`config.mk`:
```
export PLATFORM = sky130hd
export DESIGN_NAME = rcm_channel
export DESIGN_NICKNAME = d
export VERILOG_FILES = /design/src/design/rcm_pkg.sv /design/src/design/rcm_channel.sv
export SDC_FILE = /design/constraint.sdc
export NUM_CORES = 2
export LEC_CHECK = 0
export BUFFER_PORTS_ARGS = -buffer_cell sky130_fd_sc_hd__buf_4
export CORE_ASPECT_RATIO = 1.4
export CORE_MARGIN = 1.5
export CORE_UTILIZATION = 40
export DETAILED_ROUTE_END_ITERATION = 7
export GPL_ROUTABILITY_DRIVEN = 0
export PLACE_DENSITY = 0.61
export SLEW_MARGIN = 40
export SYNTH_ARGS = -nofsm -noshare
export SYNTH_HDL_FRONTEND = slang
export SYNTH_SLANG_ARGS = --single-unit
```
`constraint.sdc`:
```
create_clock -name clock -period 9.3 [get_ports clock]
set_input_delay 1.395 -clock clock [delete_from_list [all_inputs] [get_ports clock]]
set_output_delay 1.395 -clock clock [all_outputs]
set_load 0.01 [all_outputs]
```
`src/design/rcm_pkg.sv`:
```
// ----------------------------------------------------------------------------
// rcm_pkg: shared types and constants of the RGB color matrix
// Widths of samples, coefficients and intermediate sums, register reset
// values, configuration register indexes and the stage enable bundle.
// ----------------------------------------------------------------------------
package rcm_pkg;

   localparam int SAMPLE_BITS = 24;
   localparam int COEF_BITS   = 18;
   localparam int COEF_FRAC   = COEF_BITS - 3;
   localparam int ROW_BITS    = 3 * COEF_BITS;
   localparam int PROD_BITS   = SAMPLE_BITS + COEF_BITS;
   // Three products plus the rounding term need two extra bits.
   localparam int SUM_BITS    = PROD_BITS + 2;
   localparam int Q_BITS      = SUM_BITS - COEF_FRAC;
   localparam int CSR_IDX_BITS = 2;

   localparam logic signed [SUM_BITS-1:0] ROUND_BIAS =
      SUM_BITS'(64'sd1 <<< (COEF_FRAC - 1));
   localparam logic signed [Q_BITS-1:0] Q_MAX =
      Q_BITS'((64'sd1 <<< (SAMPLE_BITS - 1)) - 64'sd1);
   localparam logic signed [Q_BITS-1:0] Q_MIN =
      Q_BITS'(-(64'sd1 <<< (SAMPLE_BITS - 1)));

   // Identity matrix: 1.0 on the diagonal.
   localparam logic [ROW_BITS-1:0] ROW0_RESET = ROW_BITS'(1) << COEF_FRAC;
   localparam logic [ROW_BITS-1:0] ROW1_RESET = ROW_BITS'(1) << (COEF_FRAC + COEF_BITS);
   localparam logic [ROW_BITS-1:0] ROW2_RESET =
      ROW_BITS'(1) << (COEF_FRAC + 2 * COEF_BITS);

   localparam logic [CSR_IDX_BITS-1:0] CSR_ROW0 = 2'd0;
   localparam logic [CSR_IDX_BITS-1:0] CSR_ROW1 = 2'd1;
   localparam logic [CSR_IDX_BITS-1:0] CSR_ROW2 = 2'd2;

   // Load enables of the three pipeline stages.
   typedef struct packed {
      logic s1;
      logic s2;
      logic s3;
   } stage_en_type;

endpackage

```
`src/design/rcm_channel.sv`:
```
// ----------------------------------------------------------------------------
// rcm_channel: one output channel of the color matrix
// Stage 1 multiplies, stage 2 adds the products and the rounding term,
// stage 3 shifts and saturates.
// ----------------------------------------------------------------------------
module rcm_channel (
   input  logic                                    clock,
   input  rcm_pkg::stage_en_type                   en,
   input  logic [rcm_pkg::ROW_BITS-1:0]            row,
   input  logic signed [rcm_pkg::SAMPLE_BITS-1:0]  red,
   input  logic signed [rcm_pkg::SAMPLE_BITS-1:0]  green,
   input  logic signed [rcm_pkg::SAMPLE_BITS-1:0]  blue,
   output logic signed [rcm_pkg::SAMPLE_BITS-1:0]  result,
   output logic                                    sat
);

   logic signed [rcm_pkg::COEF_BITS-1:0] c0;
   logic signed [rcm_pkg::COEF_BITS-1:0] c1;
   logic signed [rcm_pkg::COEF_BITS-1:0] c2;

   logic signed [rcm_pkg::PROD_BITS-1:0] p0_in, p0_ff;
   logic signed [rcm_pkg::PROD_BITS-1:0] p1_in, p1_ff;
   logic signed [rcm_pkg::PROD_BITS-1:0] p2_in, p2_ff;
   logic signed [rcm_pkg::SUM_BITS-1:0]  sum_in, sum_ff;
   logic signed [rcm_pkg::Q_BITS-1:0]    q;
   logic signed [rcm_pkg::SAMPLE_BITS-1:0] result_in, result_ff;
   logic                                 sat_in, sat_ff;

   assign c0 = row[rcm_pkg::COEF_BITS-1:0];
   assign c1 = row[2*rcm_pkg::COEF_BITS-1:rcm_pkg::COEF_BITS];
   assign c2 = row[3*rcm_pkg::COEF_BITS-1:2*rcm_pkg::COEF_BITS];

   assign p0_in = c0 * red;
   assign p1_in = c1 * green;
   assign p2_in = c2 * blue;

   assign sum_in = rcm_pkg::SUM_BITS'(p0_ff) + rcm_pkg::SUM_BITS'(p1_ff)
                 + rcm_pkg::SUM_BITS'(p2_ff) + rcm_pkg::ROUND_BIAS;

   // Arithmetic shift gives a floor, so with the half LSB added ties go up.
   assign q = rcm_pkg::Q_BITS'(sum_ff >>> rcm_pkg::COEF_FRAC);

   always_comb begin
      if (q > rcm_pkg::Q_MAX) begin
         result_in = rcm_pkg::SAMPLE_BITS'(rcm_pkg::Q_MAX);
         sat_in    = 1'b1;
      end else if (q < rcm_pkg::Q_MIN) begin
         result_in = rcm_pkg::SAMPLE_BITS'(rcm_pkg::Q_MIN);
         sat_in    = 1'b1;
      end else begin
         result_in = q[rcm_pkg::SAMPLE_BITS-1:0];
         sat_in    = 1'b0;
      end
   end

   always_ff @(posedge clock) begin
      if (en.s1) begin
         p0_ff <= p0_in;
         p1_ff <= p1_in;
         p2_ff <= p2_in;
      end
      if (en.s2) begin
         sum_ff <= sum_in;
      end
      if (en.s3) begin
         result_ff <= result_in;
         sat_ff    <= sat_in;
      end
   end

   assign result = result_ff;
   assign sat    = sat_ff;

endmodule

```
---- Yosys cells after proc, flatten, opt, wreduce, memory -nomap -nowiden ----
Cells that the tools add are included.
operators by class
  $add $sub $neg .......................... 3
  $mul .................................... 3
  $lt $le $gt $ge ......................... 2
  multiplexer cells ....................... 2
operators by type and width
  operator                count
  $mul 18x24->42          3
  $add 43x42->44          1
  $add 44x16->44 const B  1
  $add 42x42->43          1
  $gt 29x24->1 const B    1
  $lt 29x24->1 const B    1
  $mux 24                 1
  $mux 1                  1
word-level totals
  word-level logic and storage cells ...... 16
  output and inout port bits .............. 25
  bits in registers ....................... 195
  bits of input ports ..................... 130

---- Longest topological paths before layout ----
  depth after elaboration ................. 3
  mapped depth ............................ 26
  mapped depth without buffers ............ 24

---- Worst setup path after synthesis ----
OpenSTA, ideal clock, no wires.
  kind .................................... input-to-reg
  from .................................... input port green[14] (netlist name)
  to ...................................... register p1_ff[40] (netlist name), data pin
  path slack .............................. 1.560 ns
  buffers on the path ..................... 2
  required time ........................... 9.042 ns
  stages on the path ...................... 25
  data arrival time ....................... 7.483 ns
  setup time .............................. 0.258 ns
  cell sequence ........................... clkbuf_1 > clkbuf_1 > nand2_1 > fa_1 > inv_1 > fa_1 > inv_1 > fa_1 > inv_1 > fa_1 > fa_1 > inv_1 > fa_1 > inv_1 > ha_1 > a21oi_1 > o21ai_1 > a221o_1 > a21o_1 > a41o_1 > a2111oi_4 > nor3_1 > or3_1 > a21oi_2 > xnor2_1
between the ends
  cells in the longest elaborated chain, start to end .. 1
ends and longest elaborated chain
  what                    RTL line           text
  start: declaration      rcm_channel.sv:11  input logic signed [rcm_pkg::SAMPLE_BITS-1:0] green,
  $mul 18x24->42          rcm_channel.sv:34  assign p1_in = c1 * green;
  net p1_in, one bit      rcm_channel.sv:22  logic signed [rcm_pkg::PROD_BITS-1:0] p1_in, p1_ff;
  end signal: assignment  rcm_channel.sv:59  p1_ff <= p1_in;
  end: declaration        rcm_channel.sv:22
The timed path passes the listed nets, and every way through them passes these cells.
A chain may end at the register's enable or synchronous reset.

---- Final worst setup path ----
  from .................................... input port row[35] (netlist name)
  to ...................................... register p1_ff[40] (netlist name), data pin
between the ends
  cells in the longest elaborated chain, start to end .. 1
ends and longest elaborated chain
  what                RTL line           text
  start: declaration  rcm_channel.sv:9   input logic [rcm_pkg::ROW_BITS-1:0] row,
  $mul 18x24->42      rcm_channel.sv:34
  net p1_in, one bit  rcm_channel.sv:22
The timed path passes the listed nets, and every way through them passes these cells.

==> run metrics <==
status finished clean; antenna violations before repair 3; main flop type after synthesis edfxtp_1; layout cells sized above 1 3.89%; via count 37300; count leader, synth inv_1; Buf/Inv on CP 4; area grow syn2layout 5.90%; grt ovf 0; # fillers 13100; min cycle time layout slightly below 8000 ps; DP Cell Count ~7400; largest net degree at the start of global routing 81; die area around 0.14 mm^2; post_cts resized 0; Worst EP arrival approximately 8000 ps; crit path max fanout 18; CP required about 9500 ps; final setup fails 0; slowest cell delay on critical path between 500 and 600 ps; Seq/Total Area, Yosys about a tenth; vias in the first global route between 40000 and 50000; via/cell ratio ~5; ys async rst share 0%; Root Driver clkbuf_16; Top delay family on crit path adder cells; TritonCTS Buffers 17; WL/cell roughly 19 um; first-pass GRT wire length around 230000 um; CTS sink count 180; DRT Wirelength about 140000 um; n_diodes 0; Crit Path Category in2reg; r2r setup slk roughly 5000 ps; hpwl dp approximately 110000 um; Storage cell area roughly 0.0054 mm^2; number of synthesized flops with an enable pin 180; Final Max Tran Viols 0; most used cell, CP fa_1; All-Layer GR Usage between 20% and 30%; cell type with the highest aggregate area in the netlist fa_1; postcts setup bufs 0; area share of the leading cell type in the synthesized netlist between 40% and 50%; Post-Syn Area between 0.05 and 0.06 mm^2; worst-margin pin slew 820 ps; top cells by area, synth fa_1 (49%), inv_1 (10%), edfxtp_1 (10%), ha_1 (9.2%), nand2_1 (5.9%); Netlist cell types just over 70; Die X between 300 and 400 um; IO Port Bufs ~150; clk slew on worst S/H paths ~80 ps; Starting Density roughly two fifths; slew margin rel. between 40% and 50%; maxcap violations 0; CTS H-Tree Depth 4; Layout Skew ~26 ps; Avg Synthesized Cell Area 9.56 um^2; I/O pin cnt between 150 and 200; Final Hold Viols 0; footprint of the multi-input gates roughly 0.042 mm^2; Max Root-Sink Buffers 2; TritonCTS clock tree built; FF+latch count, synth 180; Post-Synthesis Cells around 5700; period utilisation layout approximately 84%; max frequency between 100 and 150 MHz; setup TNS 0 ps; R2R depth 13; Layout Cells excl Fill around 7400; Worst setup SP type input pin; Min-Delay Path Class reg2reg; most frequent cells after synthesis inv_1 (1469), fa_1 (1316), nand2_1 (847), and2_1 (445), ha_1 (397); hold_buf cts 0; DRC viols 0; Worst Hold End result[13]; Cells on Worst Hold Path 1; syn nets between 7000 and 8000; Critical Path Sink Type register; RR Endpoint sum_ff[41]; RSZ-0062 raised after global routing false; Nets about 7500; slowest CP cell fa_1; clk_lat worst skew around 480 ps; Pre-Repair DR Iteration Count 6; Die H 439 um; hold path start sum_ff[28]; initial DRC count about 1900; Worst R2R Start p1_ff[13]; Core ar. 0.134 mm^2; Core Rows between 150 and 200; YS warnings 0; Post-DRT Antenna Nets 0; crit-path cells buf_4, clkinv_1, nor2_1, fa_1, fa_1, fa_1, fa_1, fa_1, inv_1, fa_1, inv_1, ha_1, and4_1, a221o_1, a21o_1, a41o_1, a2111oi_4, nor3_1, or3_1, a21oi_2, xnor2_1
state kept, by name, indices dropped and copies added (netlist names):
register,cells
p0_ff,42
p1_ff,42
p2_ff,42
sum_ff,29
result,24
sat,1
layout make-up:
| type | count | area share [%] |
|---|---|---|
| Clock buffer | 17 | 0.741 |
| Clock inverter | 15 | 0.371 |
| Inverter | 1473 | 9.63 |
| Multi-Input combinational cell | 3785 | 73.9 |
| Sequential cell | 180 | 9.42 |
| Tap cell | 1771 | 3.86 |
| Timing Repair Buffer | 158 | 2.07 |
worst max path at each step:
stage          depth (start not counted)      start   endpoint  slack, ps
2_1_floorplan                         25  green[14]  p1_ff[40]       1560
3_3_place_gp                          21    row[35]  p1_ff[40]       1110
3_5_place_dp                          21    row[35]  p1_ff[40]       1080
4_1_cts                               21    row[35]  p1_ff[40]       1580
5_1_grt                               22    row[35]  p1_ff[41]       1270
6_report                              21    row[35]  p1_ff[40]       1510
layout by cell type, fill, tap and decap left out, types with 5 or more instances in the layout:
| master | synthesis | layout |
|---|---|---|
| a211o_1 | 8 | 8 |
| a211oi_1 | 7 | 7 |
| a21o_1 | 74 | 74 |
| a21oi_1 | 117 | 116 |
| a21oi_2 | 5 | 6 |
| a31oi_1 | 12 | 12 |
| and2_1 | 445 | 445 |
| and3_1 | 9 | 9 |
| buf_4 | 0 | 157 |
| clkbuf_16 | 0 | 17 |
| clkinv_8 | 0 | 5 |
| edfxtp_1 | 180 | 180 |
| fa_1 | 1316 | 1316 |
| ha_1 | 397 | 397 |
| inv_1 | 1469 | 1469 |
| nand2_1 | 847 | 847 |
| nand2b_1 | 32 | 32 |
| nand3_1 | 20 | 20 |
| nand4_1 | 12 | 12 |
| nor2_1 | 120 | 120 |
| nor2b_1 | 10 | 10 |
| nor3_1 | 13 | 13 |
| o211ai_1 | 7 | 7 |
| o21a_1 | 22 | 22 |
| o21ai_0 | 49 | 49 |
| o21ai_1 | 14 | 13 |
| o21bai_1 | 15 | 15 |
| o31ai_1 | 8 | 8 |
| or3_1 | 9 | 9 |
| xnor2_1 | 116 | 116 |
| xor2_1 | 37 | 37 |
per-stage QoR:
stage | cell area, um^2 | hold WS (ps) | setup WS [ps] | utilization [%]
after floorplan | 54200 | 495 | 1560 | -
after global placement | 56700 | 498 | 1110 | 42.3
after detailed placement | 56800 | 502 | 1080 | 42.3
after CTS | 57400 | 527 | 1580 | 42.7
after global routing | 57400 | 545 | 1270 | 42.7
final | 57400 | 523 | 1510 | 42.7
layer usage:
layer	vias up	GRT usage [%]	share of wire, %
met1	19500	24.0	36
met2	994	39.5	54
met4	4	11.3	6.1
met5	-	0	0.019
met3	356	1.71	3.7
li1	16400	-	-
cell families (layout without fill, tap and decap cells):
kind of cell	count (synthesis)	after routing	synth area share [%]
AO/OA/AOI/OAI	388	388	4.83
XOR/XNOR	153	153	2.47
adder cells (fa/ha/maj)	1713	1713	57.8
buffers and inverters	1702	1663	11.8
flip-flops	180	180	9.97
AND/OR/NAND/NOR	1531	1531	13.2
worst register-to-register path: cells and delay by family (launching register included):
family	cells	cell delay [ps]
compound gates	7	1680
simple gates	3	560
flops	1	460
fa+ha+maj	3	1300
Power is not shown: default switching activity piles up to over one toggle a cycle in this logic, so the estimate is an artifact.
